$ cat src/rtl/hxs_pkg.sv
// Shared types, constants and small arithmetic helpers for the hex spiral index block.
// No dependencies; every other file of the block imports this package.
`default_nettype none

package hxs_pkg;

  // Fixed field widths of the external interface.
  localparam int RC_W   = 9;
  localparam int IDX_W  = 20;
  localparam int CFG_AW = 3;
  localparam int CFG_DW = 32;

  // Reset value of the ring count register.
  localparam logic [RC_W-1:0] RC_RESET = 9'd4;

  // Register indexes on the configuration port (paddr[2] selects the word).
  localparam logic CFG_IDX_RING_COUNT = 1'b0;

  // Side of a ring, in walk order starting from cell (0, -k).
  typedef enum logic [2:0] {
    SIDE_0 = 3'd0,
    SIDE_1 = 3'd1,
    SIDE_2 = 3'd2,
    SIDE_3 = 3'd3,
    SIDE_4 = 3'd4,
    SIDE_5 = 3'd5
  } side_t;

  // Addition of two residues, where a is at most 2 and b at most 3.
  function automatic logic [1:0] mod3_add(input logic [1:0] a, input logic [1:0] b);
    logic [2:0] sum;
    sum = {1'b0, a} + {1'b0, b};
    if (sum >= 3'd3) begin
      sum = sum - 3'd3;
    end
    return sum[1:0];
  endfunction

  // Residue modulo three of an unsigned 16-bit value: base-4 digits sum to the same residue.
  function automatic logic [1:0] mod3_16(input logic [15:0] v);
    logic [4:0] acc;
    logic [2:0] acc2;
    acc = '0;
    for (int i = 0; i < 8; i++) begin
      acc = acc + 5'(v[2*i +: 2]);
    end
    acc2 = 3'(acc[1:0]) + 3'(acc[3:2]) + 3'(acc[4]);
    if (acc2 >= 3'd6) begin
      acc2 = acc2 - 3'd6;
    end else if (acc2 >= 3'd3) begin
      acc2 = acc2 - 3'd3;
    end
    return acc2[1:0];
  endfunction

endpackage

`default_nettype wire

$ cat src/rtl/hxs_cfg.sv
// APB-style configuration register file: holds the ring count.
// Depends on hxs_pkg for widths, reset value and register indexes.
`default_nettype none

module hxs_cfg (
  input  wire logic                        clk,
  input  wire logic                        rst_n,
  input  wire logic                        psel,
  input  wire logic                        penable,
  input  wire logic                        pwrite,
  input  wire logic [hxs_pkg::CFG_AW-1:0]  paddr,
  input  wire logic [hxs_pkg::CFG_DW-1:0]  pwdata,
  output logic      [hxs_pkg::CFG_DW-1:0]  prdata,
  output logic                             pready,
  output logic      [hxs_pkg::RC_W-1:0]    ring_count
);
  import hxs_pkg::*;

  logic [RC_W-1:0] ring_count_r;
  logic            wr_en;
  logic            sel_ring;

  // Word select and write strobe for the access phase.
  assign sel_ring = (paddr[2] == CFG_IDX_RING_COUNT);
  assign wr_en    = psel & penable & pwrite & pready;
  assign pready   = 1'b1;

  // Ring count register.
  always_ff @(posedge clk) begin
    if (!rst_n) begin
      ring_count_r <= RC_RESET;
    end else if (wr_en && sel_ring) begin
      ring_count_r <= pwdata[RC_W-1:0];
    end
  end

  // Read back; the unused word reads as zero.
  assign prdata     = sel_ring ? CFG_DW'(ring_count_r) : '0;
  assign ring_count = ring_count_r;

endmodule

`default_nettype wire

$ cat src/rtl/hxs_dist.sv
// First two pipeline stages: cube coordinates, magnitudes, hex distance, grid check, color.
// Depends on hxs_pkg for the residue helpers and the ring count width.
`default_nettype none

module hxs_dist #(
  parameter int COORD_BITS = 11,
  parameter int MAX_RINGS  = 511
) (
  input  wire logic                          clk,
  input  wire logic                          rst_n,
  input  wire logic                          in_fire,
  input  wire logic signed [COORD_BITS-1:0]  in_q,
  input  wire logic signed [COORD_BITS-1:0]  in_r,
  input  wire logic [hxs_pkg::RC_W-1:0]      ring_count,
  output logic                               v2,
  output logic signed [COORD_BITS+1:0]       q2,
  output logic signed [COORD_BITS+1:0]       r2,
  output logic signed [COORD_BITS+1:0]       s2,
  output logic [COORD_BITS:0]                k2,
  output logic                               inside2,
  output logic [COORD_BITS-1:0]              dist2,
  output logic [1:0]                         color2
);
  import hxs_pkg::*;

  localparam int W  = COORD_BITS + 2;
  localparam int KW = COORD_BITS + 1;
  localparam int RW = $clog2(MAX_RINGS + 1);
  localparam int CW = (RW > RC_W) ? RW : RC_W;
  localparam int LW = (KW > CW) ? KW : CW;
  localparam logic [CW-1:0] MAX_LIM = CW'(MAX_RINGS);
  // Residue that a negative value needs on top of its raw bit pattern.
  localparam logic [1:0] WRAP_CORR = ((COORD_BITS % 2) == 0) ? 2'd2 : 2'd1;

  function automatic logic [KW-1:0] abs_w(input logic signed [W-1:0] x);
    logic signed [W-1:0] m;
    m = x[W-1] ? -x : x;
    return m[KW-1:0];
  endfunction

  // Stage 1 registers.
  logic                v1_r;
  logic signed [W-1:0] q1_r, r1_r, s1_r;
  logic [KW-1:0]       aq1_r, ar1_r, as1_r;
  logic [1:0]          qm1_r, rm1_r;

  logic signed [W-1:0] q_ext, r_ext, s_ext;
  logic [1:0]          qm_raw, rm_raw, qm_nxt, rm_nxt;

  // Stage 1: extend, form s = -q - r, magnitudes and residues of q and r.
  always_comb begin
    q_ext  = {{2{in_q[COORD_BITS-1]}}, in_q};
    r_ext  = {{2{in_r[COORD_BITS-1]}}, in_r};
    s_ext  = -q_ext - r_ext;
    qm_raw = mod3_16(16'($unsigned(in_q)));
    rm_raw = mod3_16(16'($unsigned(in_r)));
    qm_nxt = in_q[COORD_BITS-1] ? mod3_add(qm_raw, WRAP_CORR) : qm_raw;
    rm_nxt = in_r[COORD_BITS-1] ? mod3_add(rm_raw, WRAP_CORR) : rm_raw;
  end

  always_ff @(posedge clk) begin
    if (!rst_n) begin
      v1_r <= 1'b0;
    end else begin
      v1_r <= in_fire;
    end
  end

  always_ff @(posedge clk) begin
    q1_r  <= q_ext;
    r1_r  <= r_ext;
    s1_r  <= s_ext;
    aq1_r <= abs_w(q_ext);
    ar1_r <= abs_w(r_ext);
    as1_r <= abs_w(s_ext);
    qm1_r <= qm_nxt;
    rm1_r <= rm_nxt;
  end

  // Stage 2: distance is the largest magnitude; compare it with the clamped ring count.
  logic [KW-1:0]         k_qr, k_nxt;
  logic [CW-1:0]         lim;
  logic                  inside_nxt;
  logic [COORD_BITS-1:0] dist_nxt;
  logic [1:0]            color_nxt;

  always_comb begin
    k_qr       = (ar1_r > aq1_r) ? ar1_r : aq1_r;
    k_nxt      = (as1_r > k_qr) ? as1_r : k_qr;
    lim        = (CW'(ring_count) > MAX_LIM) ? MAX_LIM : CW'(ring_count);
    inside_nxt = (LW'(k_nxt) <= LW'(lim));
    dist_nxt   = k_nxt[KW-1] ? '1 : k_nxt[COORD_BITS-1:0];
    color_nxt  = mod3_add(qm1_r, 2'd3 - rm1_r);
  end

  logic                  v2_r;
  logic signed [W-1:0]   q2_r, r2_r, s2_r;
  logic [KW-1:0]         k2_r;
  logic                  inside2_r;
  logic [COORD_BITS-1:0] dist2_r;
  logic [1:0]            color2_r;

  always_ff @(posedge clk) begin
    if (!rst_n) begin
      v2_r <= 1'b0;
    end else begin
      v2_r <= v1_r;
    end
  end

  always_ff @(posedge clk) begin
    q2_r      <= q1_r;
    r2_r      <= r1_r;
    s2_r      <= s1_r;
    k2_r      <= k_nxt;
    inside2_r <= inside_nxt;
    dist2_r   <= dist_nxt;
    color2_r  <= color_nxt;
  end

  assign v2      = v2_r;
  assign q2      = q2_r;
  assign r2      = r2_r;
  assign s2      = s2_r;
  assign k2      = k2_r;
  assign inside2 = inside2_r;
  assign dist2   = dist2_r;
  assign color2  = color2_r;

endmodule

`default_nettype wire

$ cat src/rtl/hxs_side.sv
// Third pipeline stage: picks the ring side and the step along it, and forms the
// ring base product k*(k-1) and the side offset side*k. Depends on hxs_pkg.
`default_nettype none

module hxs_side #(
  parameter int COORD_BITS = 11,
  parameter int MAX_RINGS  = 511
) (
  input  wire logic                                 clk,
  input  wire logic                                 rst_n,
  input  wire logic                                 v2,
  input  wire logic signed [COORD_BITS+1:0]         q2,
  input  wire logic signed [COORD_BITS+1:0]         r2,
  input  wire logic signed [COORD_BITS+1:0]         s2,
  input  wire logic [COORD_BITS:0]                  k2,
  input  wire logic                                 inside2,
  input  wire logic [COORD_BITS-1:0]                dist2,
  input  wire logic [1:0]                           color2,
  output logic                                      v3,
  output logic                                      nz3,
  output logic                                      inside3,
  output logic [2*$clog2(MAX_RINGS+1)-1:0]          kk3,
  output logic [$clog2(MAX_RINGS+1)+2:0]            sk3,
  output logic [$clog2(MAX_RINGS+1)-1:0]            step3,
  output logic [COORD_BITS-1:0]                     dist3,
  output logic [1:0]                                color3
);
  import hxs_pkg::*;

  localparam int W  = COORD_BITS + 2;
  localparam int RW = $clog2(MAX_RINGS + 1);
  localparam int KW = 2 * RW;
  localparam int SW = RW + 3;

  logic signed [W-1:0] ks, nk, step_w;
  side_t               side;
  logic [RW-1:0]       km, km_m1;
  logic [KW-1:0]       kk_nxt;
  logic [SW-1:0]       sk_nxt;

  // Side selection follows the walk order; the last side takes what is left.
  always_comb begin
    ks = $signed({1'b0, k2});
    nk = -ks;
    if (r2 == nk && q2 >= 0 && q2 < ks) begin
      side   = SIDE_0;
      step_w = q2;
    end else if (q2 == ks && r2 < 0) begin
      side   = SIDE_1;
      step_w = r2 + ks;
    end else if (s2 == nk && r2 >= 0 && r2 < ks) begin
      side   = SIDE_2;
      step_w = r2;
    end else if (r2 == ks && q2 <= 0 && q2 > nk) begin
      side   = SIDE_3;
      step_w = -q2;
    end else if (q2 == nk && r2 > 0) begin
      side   = SIDE_4;
      step_w = ks - r2;
    end else begin
      side   = SIDE_5;
      step_w = q2 + ks;
    end
  end

  // Ring base and side offset; only meaningful when the cell is inside, where k fits RW bits.
  always_comb begin
    km     = RW'(k2);
    km_m1  = km - RW'(1);
    kk_nxt = KW'(km) * KW'(km_m1);
    sk_nxt = SW'(side) * SW'(km);
  end

  logic                  v3_r, nz3_r, inside3_r;
  logic [KW-1:0]         kk3_r;
  logic [SW-1:0]         sk3_r;
  logic [RW-1:0]         step3_r;
  logic [COORD_BITS-1:0] dist3_r;
  logic [1:0]            color3_r;

  always_ff @(posedge clk) begin
    if (!rst_n) begin
      v3_r <= 1'b0;
    end else begin
      v3_r <= v2;
    end
  end

  always_ff @(posedge clk) begin
    nz3_r     <= inside2 && (k2 != '0);
    inside3_r <= inside2;
    kk3_r     <= kk_nxt;
    sk3_r     <= sk_nxt;
    step3_r   <= RW'(step_w);
    dist3_r   <= dist2;
    color3_r  <= color2;
  end

  assign v3      = v3_r;
  assign nz3     = nz3_r;
  assign inside3 = inside3_r;
  assign kk3     = kk3_r;
  assign sk3     = sk3_r;
  assign step3   = step3_r;
  assign dist3   = dist3_r;
  assign color3  = color3_r;

endmodule

`default_nettype wire

$ cat src/rtl/hxs_index.sv
// Last pipeline stage: sums 1 + 3k(k-1) + side*k + step into the spiral index and
// holds the result registers with their strobe. Depends on hxs_pkg for IDX_W.
`default_nettype none

module hxs_index #(
  parameter int COORD_BITS = 11,
  parameter int MAX_RINGS  = 511
) (
  input  wire logic                                 clk,
  input  wire logic                                 rst_n,
  input  wire logic                                 v3,
  input  wire logic                                 nz3,
  input  wire logic                                 inside3,
  input  wire logic [2*$clog2(MAX_RINGS+1)-1:0]     kk3,
  input  wire logic [$clog2(MAX_RINGS+1)+2:0]       sk3,
  input  wire logic [$clog2(MAX_RINGS+1)-1:0]       step3,
  input  wire logic [COORD_BITS-1:0]                dist3,
  input  wire logic [1:0]                           color3,
  output logic                                      out_valid,
  output logic [hxs_pkg::IDX_W-1:0]                 out_cell_index,
  output logic                                      out_inside_res,
  output logic [COORD_BITS-1:0]                     out_ring_distance,
  output logic [1:0]                                out_tri_color
);
  import hxs_pkg::*;

  localparam int RW = $clog2(MAX_RINGS + 1);
  localparam int IW = 2 * RW + 3;
  localparam int SW = (IW > IDX_W) ? IW : IDX_W;

  logic [SW-1:0]    sum;
  logic [IDX_W-1:0] idx_nxt;

  // Spiral index; cells outside the grid and the centre cell report zero.
  always_comb begin
    sum     = SW'(1) + SW'(kk3) + (SW'(kk3) << 1) + SW'(sk3) + SW'(step3);
    idx_nxt = nz3 ? sum[IDX_W-1:0] : '0;
  end

  logic                  valid_r;
  logic [IDX_W-1:0]      idx_r;
  logic                  inside_r;
  logic [COORD_BITS-1:0] dist_r;
  logic [1:0]            color_r;

  always_ff @(posedge clk) begin
    if (!rst_n) begin
      valid_r <= 1'b0;
    end else begin
      valid_r <= v3;
    end
  end

  always_ff @(posedge clk) begin
    idx_r    <= idx_nxt;
    inside_r <= inside3;
    dist_r   <= dist3;
    color_r  <= color3;
  end

  assign out_valid         = valid_r;
  assign out_cell_index    = idx_r;
  assign out_inside_res    = inside_r;
  assign out_ring_distance = dist_r;
  assign out_tri_color     = color_r;

endmodule

`default_nettype wire

$ cat src/rtl/hex_axial_to_spiral_index_top.sv
// Top level of the hex spiral index block: configuration port and four-stage pipeline.
// Depends on hxs_pkg, hxs_cfg, hxs_dist, hxs_side and hxs_index.
//
// Usage:
//   Input channel: drive in_q_coord / in_r_coord and raise start; a beat is taken at
//   every rising edge with start high and busy low. busy stays low, so a new query
//   can be issued in every cycle.
//   Result channel: out_valid marks one result beat for exactly one cycle. Beats come out
//   in query order. Results cannot be held off, and since the pipeline never stalls none
//   is ever dropped.
//   Throughput: one query per cycle. Each query passes through the four register stages
//   in order: magnitudes, distance and grid check, side selection with the k*(k-1)
//   multiply, final index sum.
//   Configuration: ring_count sits at byte address 0 of the APB port, 9 bits, and
//   is clamped to MAX_RINGS when used. Write it only while no query is in flight.
//   Reset (rst_n low, synchronous) empties the pipeline and sets ring_count to 4.
`default_nettype none

module hex_axial_to_spiral_index_top #(
  parameter int COORD_BITS = 11,
  parameter int MAX_RINGS  = 511
) (
  input  wire logic                                clk,
  input  wire logic                                rst_n,
  // Configuration port
  input  wire logic                                psel,
  input  wire logic                                penable,
  input  wire logic                                pwrite,
  input  wire logic [hxs_pkg::CFG_AW-1:0]          paddr,
  input  wire logic [hxs_pkg::CFG_DW-1:0]          pwdata,
  output logic      [hxs_pkg::CFG_DW-1:0]          prdata,
  output logic                                     pready,
  // Query channel
  input  wire logic                                start,
  output logic                                     busy,
  input  wire logic signed [COORD_BITS-1:0]        in_q_coord,
  input  wire logic signed [COORD_BITS-1:0]        in_r_coord,
  // Result channel
  output logic                                     out_valid,
  output logic [hxs_pkg::IDX_W-1:0]                out_cell_index,
  output logic                                     out_inside_res,
  output logic [COORD_BITS-1:0]                    out_ring_distance,
  output logic [1:0]                               out_tri_color
);
  import hxs_pkg::*;

  localparam int RW = $clog2(MAX_RINGS + 1);

  logic            in_fire;
  logic [RC_W-1:0] ring_count;

  // The pipeline advances every cycle, so it is never busy.
  assign busy    = 1'b0;
  assign in_fire = start & ~busy;

  hxs_cfg u_cfg (
    .clk        (clk),
    .rst_n      (rst_n),
    .psel       (psel),
    .penable    (penable),
    .pwrite     (pwrite),
    .paddr      (paddr),
    .pwdata     (pwdata),
    .prdata     (prdata),
    .pready     (pready),
    .ring_count (ring_count)
  );

  // Stage 1 and 2 outputs.
  logic                         v2, inside2;
  logic signed [COORD_BITS+1:0] q2, r2, s2;
  logic [COORD_BITS:0]          k2;
  logic [COORD_BITS-1:0]        dist2;
  logic [1:0]                   color2;

  hxs_dist #(
    .COORD_BITS (COORD_BITS),
    .MAX_RINGS  (MAX_RINGS)
  ) u_dist (
    .clk        (clk),
    .rst_n      (rst_n),
    .in_fire    (in_fire),
    .in_q       (in_q_coord),
    .in_r       (in_r_coord),
    .ring_count (ring_count),
    .v2         (v2),
    .q2         (q2),
    .r2         (r2),
    .s2         (s2),
    .k2         (k2),
    .inside2    (inside2),
    .dist2      (dist2),
    .color2     (color2)
  );

  // Stage 3 outputs.
  logic                  v3, nz3, inside3;
  logic [2*RW-1:0]       kk3;
  logic [RW+2:0]         sk3;
  logic [RW-1:0]         step3;
  logic [COORD_BITS-1:0] dist3;
  logic [1:0]            color3;

  hxs_side #(
    .COORD_BITS (COORD_BITS),
    .MAX_RINGS  (MAX_RINGS)
  ) u_side (
    .clk     (clk),
    .rst_n   (rst_n),
    .v2      (v2),
    .q2      (q2),
    .r2      (r2),
    .s2      (s2),
    .k2      (k2),
    .inside2 (inside2),
    .dist2   (dist2),
    .color2  (color2),
    .v3      (v3),
    .nz3     (nz3),
    .inside3 (inside3),
    .kk3     (kk3),
    .sk3     (sk3),
    .step3   (step3),
    .dist3   (dist3),
    .color3  (color3)
  );

  hxs_index #(
    .COORD_BITS (COORD_BITS),
    .MAX_RINGS  (MAX_RINGS)
  ) u_index (
    .clk               (clk),
    .rst_n             (rst_n),
    .v3                (v3),
    .nz3               (nz3),
    .inside3           (inside3),
    .kk3               (kk3),
    .sk3               (sk3),
    .step3             (step3),
    .dist3             (dist3),
    .color3            (color3),
    .out_valid         (out_valid),
    .out_cell_index    (out_cell_index),
    .out_inside_res    (out_inside_res),
    .out_ring_distance (out_ring_distance),
    .out_tri_color     (out_tri_color)
  );

endmodule

`default_nettype wire

$ cat config.mk
export PLATFORM = sky130hd
export DESIGN_NAME = hex_axial_to_spiral_index_top
export DESIGN_NICKNAME = d
export VERILOG_FILES = /design/src/rtl/hxs_pkg.sv /design/src/rtl/hxs_cfg.sv /design/src/rtl/hxs_dist.sv /design/src/rtl/hxs_side.sv /design/src/rtl/hxs_index.sv /design/src/rtl/hex_axial_to_spiral_index_top.sv
export SDC_FILE = /design/constraint.sdc
export NUM_CORES = 1
export LEC_CHECK = 0
export BUFFER_PORTS_ARGS = -buffer_cell sky130_fd_sc_hd__buf_2
export CORE_ASPECT_RATIO = 1.2
export CORE_MARGIN = 3
export CORE_UTILIZATION = 45
export CTS_CLUSTER_SIZE = 20
export DETAILED_ROUTE_END_ITERATION = 12
export PLACE_DENSITY = 0.63
export SETUP_SLACK_MARGIN = 0.1
export SYNTH_ARGS = -nofsm -noshare
export SYNTH_HDL_FRONTEND = slang
export SYNTH_SLANG_ARGS = --single-unit
$ cat constraint.sdc
create_clock -name clk -period 10.56 [get_ports clk]
set_input_delay 1.056 -clock clk [delete_from_list [all_inputs] [get_ports clk]]
set_output_delay 1.056 -clock clk [all_outputs]
set_load 0.05 [all_outputs]
==> reports/qor.csv, run 1 <==
metric,value,unit
Crit Path Max Fanout,12,
CTS Buf Count,25,
"delay-heaviest family, CP",simple AND/OR/NAND/NOR gates,
final setup vio count,0,
status,"finished, final reports clean",
largest net degree at the start of global routing,22,
CTS tree,built,
Final GP Congestion,0.965,
DRT Pass-1 Iters,5,
"Avg Cell Area, Syn",9.27,µm²
Fin Setup TNS,0,ns
Synth Warn #,0,
Final Util,50.4,%
number of synthesized flops with an enable pin,0,
Fin. Hold Viols,0,
Clk Tree Root Cell,clkbuf_16,
Worst Path Required,11.02,ns
number of max-cap violations,0,
worst hold path type,reg2reg,
fmax,133,MHz
first-pass GRT wire length,61900,µm
post-route minimum period,7.54,ns
Hold Buf Count CTS,0,
Horiz. Die Dim,179,µm
WP depth,26,
CP startpoint kind,flip-flop,
die extent in y,213,µm
sequential area share after synthesis,29.0,%
initial antenna violation count,0,
Initial Utilization,45.8,%
total track usage,20.5,%
CTS sink cnt,233,
synthesis-stage register bit count,233,
insertion delay to the later sink of the worst-skew pair,0.54,ns
WL/cell,16.7,µm
post-synthesis cell count,1735,
post_cts resized,0,
vias in the first global route,12400,
path depth of the worst reg2reg path,26,
final WL,38200,µm
port bufs,81,
slew at the pin closest to its max-slew limit,1.06,ns
"Async S/R FF share, synth",0,%
clock slew at reported path FFs,0.06,ns
H-tree Lvls,1,
top_reg_cell synth,dfxtp_1,
Final Slew Violations,0,
IO Pins,132,
CP Launch Point,u_dist.k2[1]$_DFF_P_,
Worst setup EP type,flip-flop,
"Top cell by count, worst path",inv_1,
grt ovf,0,
critical path buffer and inverter count,4,
RR Startpoint,u_dist.k2[1]$_DFF_P_,
Vias/cell,5.22,
slowest CP cell,nor3_1,
Synth Cell Area,0.0161,mm²
ant diodes,0,
R2R setup slack,3.02,ns
WP data arrival,8.01,ns
hold_sp,u_dist.r1_r[7]$_DFF_P_,
layout cells sized above 1,9.24,%
critical path type,reg2reg,
Final Skew,0.0176,ns
Starting DRT DRC Count,608,
fin crit share,71.4,%
drc violations,0,
clock buffer depth,3,
Post-CTS Setup Inserts,0,
max-slew headroom at the worst pin,28.4,%
count of different cell masters after synthesis,80,
Antenna Nets Post-Route,0,
die area,0.0381,mm²
vias,12000,
Core Region,0.0351,mm²
worst hold path cell count,0,
CP max stage delay,0.66,ns
row count,75,
unrepaired setup endpoints after global routing,no,
Final nets,2184,
detailed placement HPWL,30800,µm
Layout area overhead,10.0,%
-- worst reg2reg max path, delay by kind of cell (launching register included) --
kind / cells / cell delay (ns)
AND/OR/NAND/NOR: 9 / 2.81
adder cells (fa/ha/maj): 5 / 1.59
AO/OA/AOI/OAI: 7 / 1.53
buffers and inverters: 4 / 0.84
flip-flops: 1 / 0.57
XOR/XNOR: 1 / 0.13
-- final cells by class --
type	count	area (µm²)
Fill cell	3363	17400
Multi-Input combinational cell	1243	10400
Sequential cell	233	4660
Inverter	222	833
Clock buffer	31	678
Tap cell	462	578
Timing Repair Buffer	86	443
Clock inverter	14	150
-- metal layers --
metal / vias up / GRT usage [%] / part of all wire [%]
met5: - / 0 / 0
met4: 0 / 8.98 / 4.4
met3: 89 / 2.53 / 4.3
met2: 272 / 37.6 / 52
met1: 5665 / 23.6 / 40
li1: 5924 / - / -
-- synthesized netlist by cell type (12+ instances only) --
| cell type | number | area, µm² |
|---|---|---|
| a21o_1 | 26 | 195 |
| a21oi_1 | 74 | 370 |
| and2_1 | 28 | 175 |
| and3_1 | 12 | 75.1 |
| buf_4 | 26 | 195 |
| clkbuf_1 | 30 | 113 |
| dfxtp_1 | 233 | 4660 |
| fa_1 | 95 | 1900 |
| ha_1 | 215 | 2690 |
| inv_1 | 219 | 822 |
| mux2i_1 | 22 | 220 |
| nand2_1 | 119 | 447 |
| nand2b_1 | 30 | 188 |
| nand3_1 | 36 | 180 |
| nand4_1 | 21 | 131 |
| nor2_1 | 113 | 424 |
| nor2b_1 | 23 | 144 |
| nor3_1 | 28 | 140 |
| nor4_1 | 18 | 113 |
| o21ai_0 | 42 | 210 |
| or2_2 | 18 | 113 |
| or3_1 | 16 | 100 |
| xnor2_1 | 94 | 823 |
| xor2_1 | 28 | 245 |
-- flip-flops by register name, summed over array words and instances, names as in the netlist, 9 cells and up --
signal                     cells
u_dist.s2                     13
u_dist.q1_r                   11
u_side.dist3                  11
u_dist.ar1_r                  11
u_dist.k2                     12
u_dist.as1_r                  11
u_dist.s1_r                   13
u_dist.q2                     11
u_index.out_cell_index        20
u_index.out_ring_distance     11
u_side.sk3                    12
u_dist.r1_r                   11
u_side.kk3                    17
u_cfg.ring_count               9
u_dist.dist2                  11
u_dist.aq1_r                  11
u_side.step3                   9
u_dist.r2                     11
-- kinds of logic (layout without fill, tap and decap cells) --
group / count (synthesis) / count (layout) / synth area share, %
AO/OA/AOI/OAI: 262 / 262 / 10.7
buffers and inverters: 284 / 353 / 7.29
XOR/XNOR: 125 / 125 / 7.06
flip-flops: 233 / 233 / 29.0
adder cells (fa/ha/maj): 310 / 310 / 28.5
AND/OR/NAND/NOR: 494 / 494 / 15.8
other: 2 / 27 / 0.0467
multiplexers: 25 / 25 / 1.58
-- layout by cell type, fill, tap and decap left out, types with 10 or more instances in the layout --
cell type and instances:
xnor2_1 94, o21a_1 11, conb_1 27, or3_1 16, a21oi_1 74, o211ai_1 10, and3_1 12, inv_1 219
clkbuf_16 25, and2_1 28, nand2_1 119, xor2_1 28, nand2b_1 30, nand4_1 21, a211oi_1 10, ha_1 215
buf_2 81, nor4_1 18, mux2i_1 22, dfxtp_1 233, nand3_1 36, o21ai_0 42, a21o_1 26, nor2b_1 23
a21boi_0 10, o31ai_1 11, o21bai_1 11, nor3_1 28, or2_2 18, nor2_1 113, fa_1 95
-- metrics by stage --
step                      instances  worst slack, ns  instance area, µm²  hold slack (ns)
final                          2291             3.02               17700            0.322
after global routing           2291             2.39               17700            0.329
after CTS                      2291             3.05               17700            0.323
after detailed placement       2246             3.08               16900            0.312
after global placement         2246             3.18               16900            0.310
after floorplan                1760             4.49               16200            0.310
-- worst paths after layout --
kind	endpoint
worst max-delay path	u_side.sk3[10]$_DFF_P_
worst min register to register	u_dist.r2[7]$_DFF_P_
worst max register to register	u_side.sk3[10]$_DFF_P_
worst min-delay path	u_dist.r2[7]$_DFF_P_
Power of run 1 is left out: the tool's default activity adds up to more than one toggle a clock period on the data nets, which glitch-free logic cannot reach.
==> inputs of run 2 (changes only) <==
PLACE_DENSITY = 0.65   (was 0.63)
clock period = 6.6 ns   (was 10.56 ns; I/O delays follow)
==> run 2 against run 1 <==
Effect of this change: non-clock buffer count grew 26; critical path depth is 1 higher; wire length up 0.52%; register-to-register slack worse by 2.5 ns; die area unchanged; cell area rose by 0.96%; final cell count rose by 1.0%; sequential share of layout area shrank 0.25 points; via count is 1.3% higher; critical path type unchanged; critical endpoint unchanged; highest routed layer unchanged.
==> reports/qor.csv, run 2 (synthesized netlist as in run 1, its figures left out) <==
metric,value,unit
Post-DP Area,0.0171,mm²
CTS tree,built,
final setup vio count,0,
post-route minimum period,6.08,ns
grt ovf,0,
Vias/cell,5.23,
critical path type,reg2reg,
worst hold path type,in2reg,
Final Skew,0.00965,ns
Worst Path Required,7.05,ns
WP data arrival,6.53,ns
first-pass GRT wire length,61800,µm
fin crit share,92.1,%
layout cells sized above 1,10.5,%
Final GP Congestion,0.949,
Final Slew Violations,0,
max-slew headroom at the worst pin,35.5,%
final instance area,0.0179,mm²
final WL,38400,µm
RR Startpoint,u_dist.k2[0]$_DFF_P_,
vias,12100,
status,"finished, final reports clean",
number of max-cap violations,0,
initial antenna violation count,0,
DRT Pass-1 Iters,5,
R2R setup slack,0.52,ns
clock buffer depth,3,
ant diodes,0,
max reg flops,20,
Starting DRT DRC Count,622,
fmax,164,MHz
drc violations,0,
Initial Utilization,45.8,%
Layout area overhead,11.1,%
Core Region,0.0351,mm²
clock slew at reported path FFs,0.06,ns
hold_sp,in_r_coord[2],
Clk Tree Root Cell,clkbuf_16,
Fin Setup TNS,0,ns
path depth of the worst reg2reg path,27,
worst hold path cell count,1,
CTS sink cnt,233,
Final nets,2209,
die extent in y,213,µm
Fin. Hold Viols,0,
vias in the first global route,12200,
WL/cell,16.6,µm
insertion delay to the later sink of the worst-skew pair,0.53,ns
total track usage,20.4,%
port bufs,81,
worst hold path endpoint,u_dist.r1_r[2]$_DFF_P_,
H-tree Lvls,1,
CTS Buf Count,24,
detailed placement HPWL,31400,µm
Antenna Nets Post-Route,0,
Crit Path Max Fanout,7,
unrepaired setup endpoints after global routing,no,
FF-to-FF End,u_side.sk3[10]$_DFF_P_,
IO Pins,132,
"most common cell after layout, fill and taps aside",dfxtp_1,
slew at the pin closest to its max-slew limit,0.960,ns
die area,0.0381,mm²
"commonest non-fill, non-tap cells in the layout","233 x dfxtp_1, 219 x inv_1, 215 x ha_1, 119 x nand2_1, 113 x nor2_1",
Worst setup EP type,flip-flop,
largest net degree at the start of global routing,22,
CP startpoint kind,flip-flop,
Horiz. Die Dim,179,µm
row count,75,
run 2: cell count changes in the layout (fill, tap and decap cells not counted), moves of 2 or more:
cell and change:
buf_4 +26, inv_6 -2, nor4_1 -2, nor4_2 +2
run 2: final cells by class:
cell class                      instances  area (µm²)
Timing Repair Buffer                  112         638
Tap cell                              462         578
Sequential cell                       233        4660
Multi-Input combinational cell       1243       10400
Clock inverter                         10        95.1
Inverter                              222         833
Clock buffer                           32         692
Fill cell                            3318       17200
run 2: how the worst max path moves through the flow:
stage | start | end | slack, ns | depth (start not counted)
2_1_floorplan | u_dist.k2[0]$_DFF_P_ | u_side.sk3[10]$_DFF_P_ | 0.53 | 30
3_3_place_gp | u_dist.k2[0]$_DFF_P_ | u_side.sk3[10]$_DFF_P_ | 0.67 | 27
3_5_place_dp | u_dist.k2[0]$_DFF_P_ | u_side.sk3[10]$_DFF_P_ | 0.66 | 27
4_1_cts | u_dist.k2[0]$_DFF_P_ | u_side.sk3[10]$_DFF_P_ | 0.61 | 27
5_1_grt | u_dist.k2[0]$_DFF_P_ | u_side.sk3[10]$_DFF_P_ | 0.12 | 27
6_report | u_dist.k2[0]$_DFF_P_ | u_side.sk3[10]$_DFF_P_ | 0.52 | 27
run 2: through the flow:
stage / hold WS, ns / instances / setup WS [ns] / utilization (%)
after floorplan: 0.310 / 1760 / 0.529 / -
after global placement: 0.311 / 2272 / 0.668 / 48.6
after detailed placement: 0.312 / 2272 / 0.662 / 48.6
after CTS: 0.265 / 2314 / 0.607 / 50.9
after global routing: 0.281 / 2314 / 0.124 / 50.9
final: 0.283 / 2314 / 0.520 / 50.9
run 2: worst max-delay path, cell delays in order, from the launching register on:
cell	delay, ns
dfxtp_1	0.32
inv_1	0.08
ha_1	0.19
nor4b_2	0.42
and2_1	0.21
inv_1	0.13
o21ai_0	0.43
ha_1	0.34
nand4_1	0.20
a211oi_1	0.07
or3_1	0.37
o311a_1	0.35
nor3_1	0.28
buf_4	0.21
nand2_1	0.09
fa_1	0.54
inv_1	0.04
ha_1	0.20
inv_1	0.07
fa_1	0.20
nor2b_1	0.05
o21ai_0	0.24
a21boi_0	0.17
o21ai_0	0.18
nand2b_1	0.10
a21o_1	0.18
a21oi_1	0.18
xnor2_1	0.15
run 2: repair_timing:
action | 4_1_cts | 5_1_grt
gates resized for setup | 0 | 4
setup buffers | 0 | 0
setup endpoints to repair | 0 | 2
hold buffers | 0 | 0
run 2: routing by layer:
metal  GRT usage [%]  share of wire (%)  up-vias
li1                -                  -     5976
met1            23.8                 41     5761
met2            37.8                 51      283
met3            1.99                3.7       88
met4            8.63                4.5        0
met5               0                  0        -
Power of run 2 is left out for the same reason.
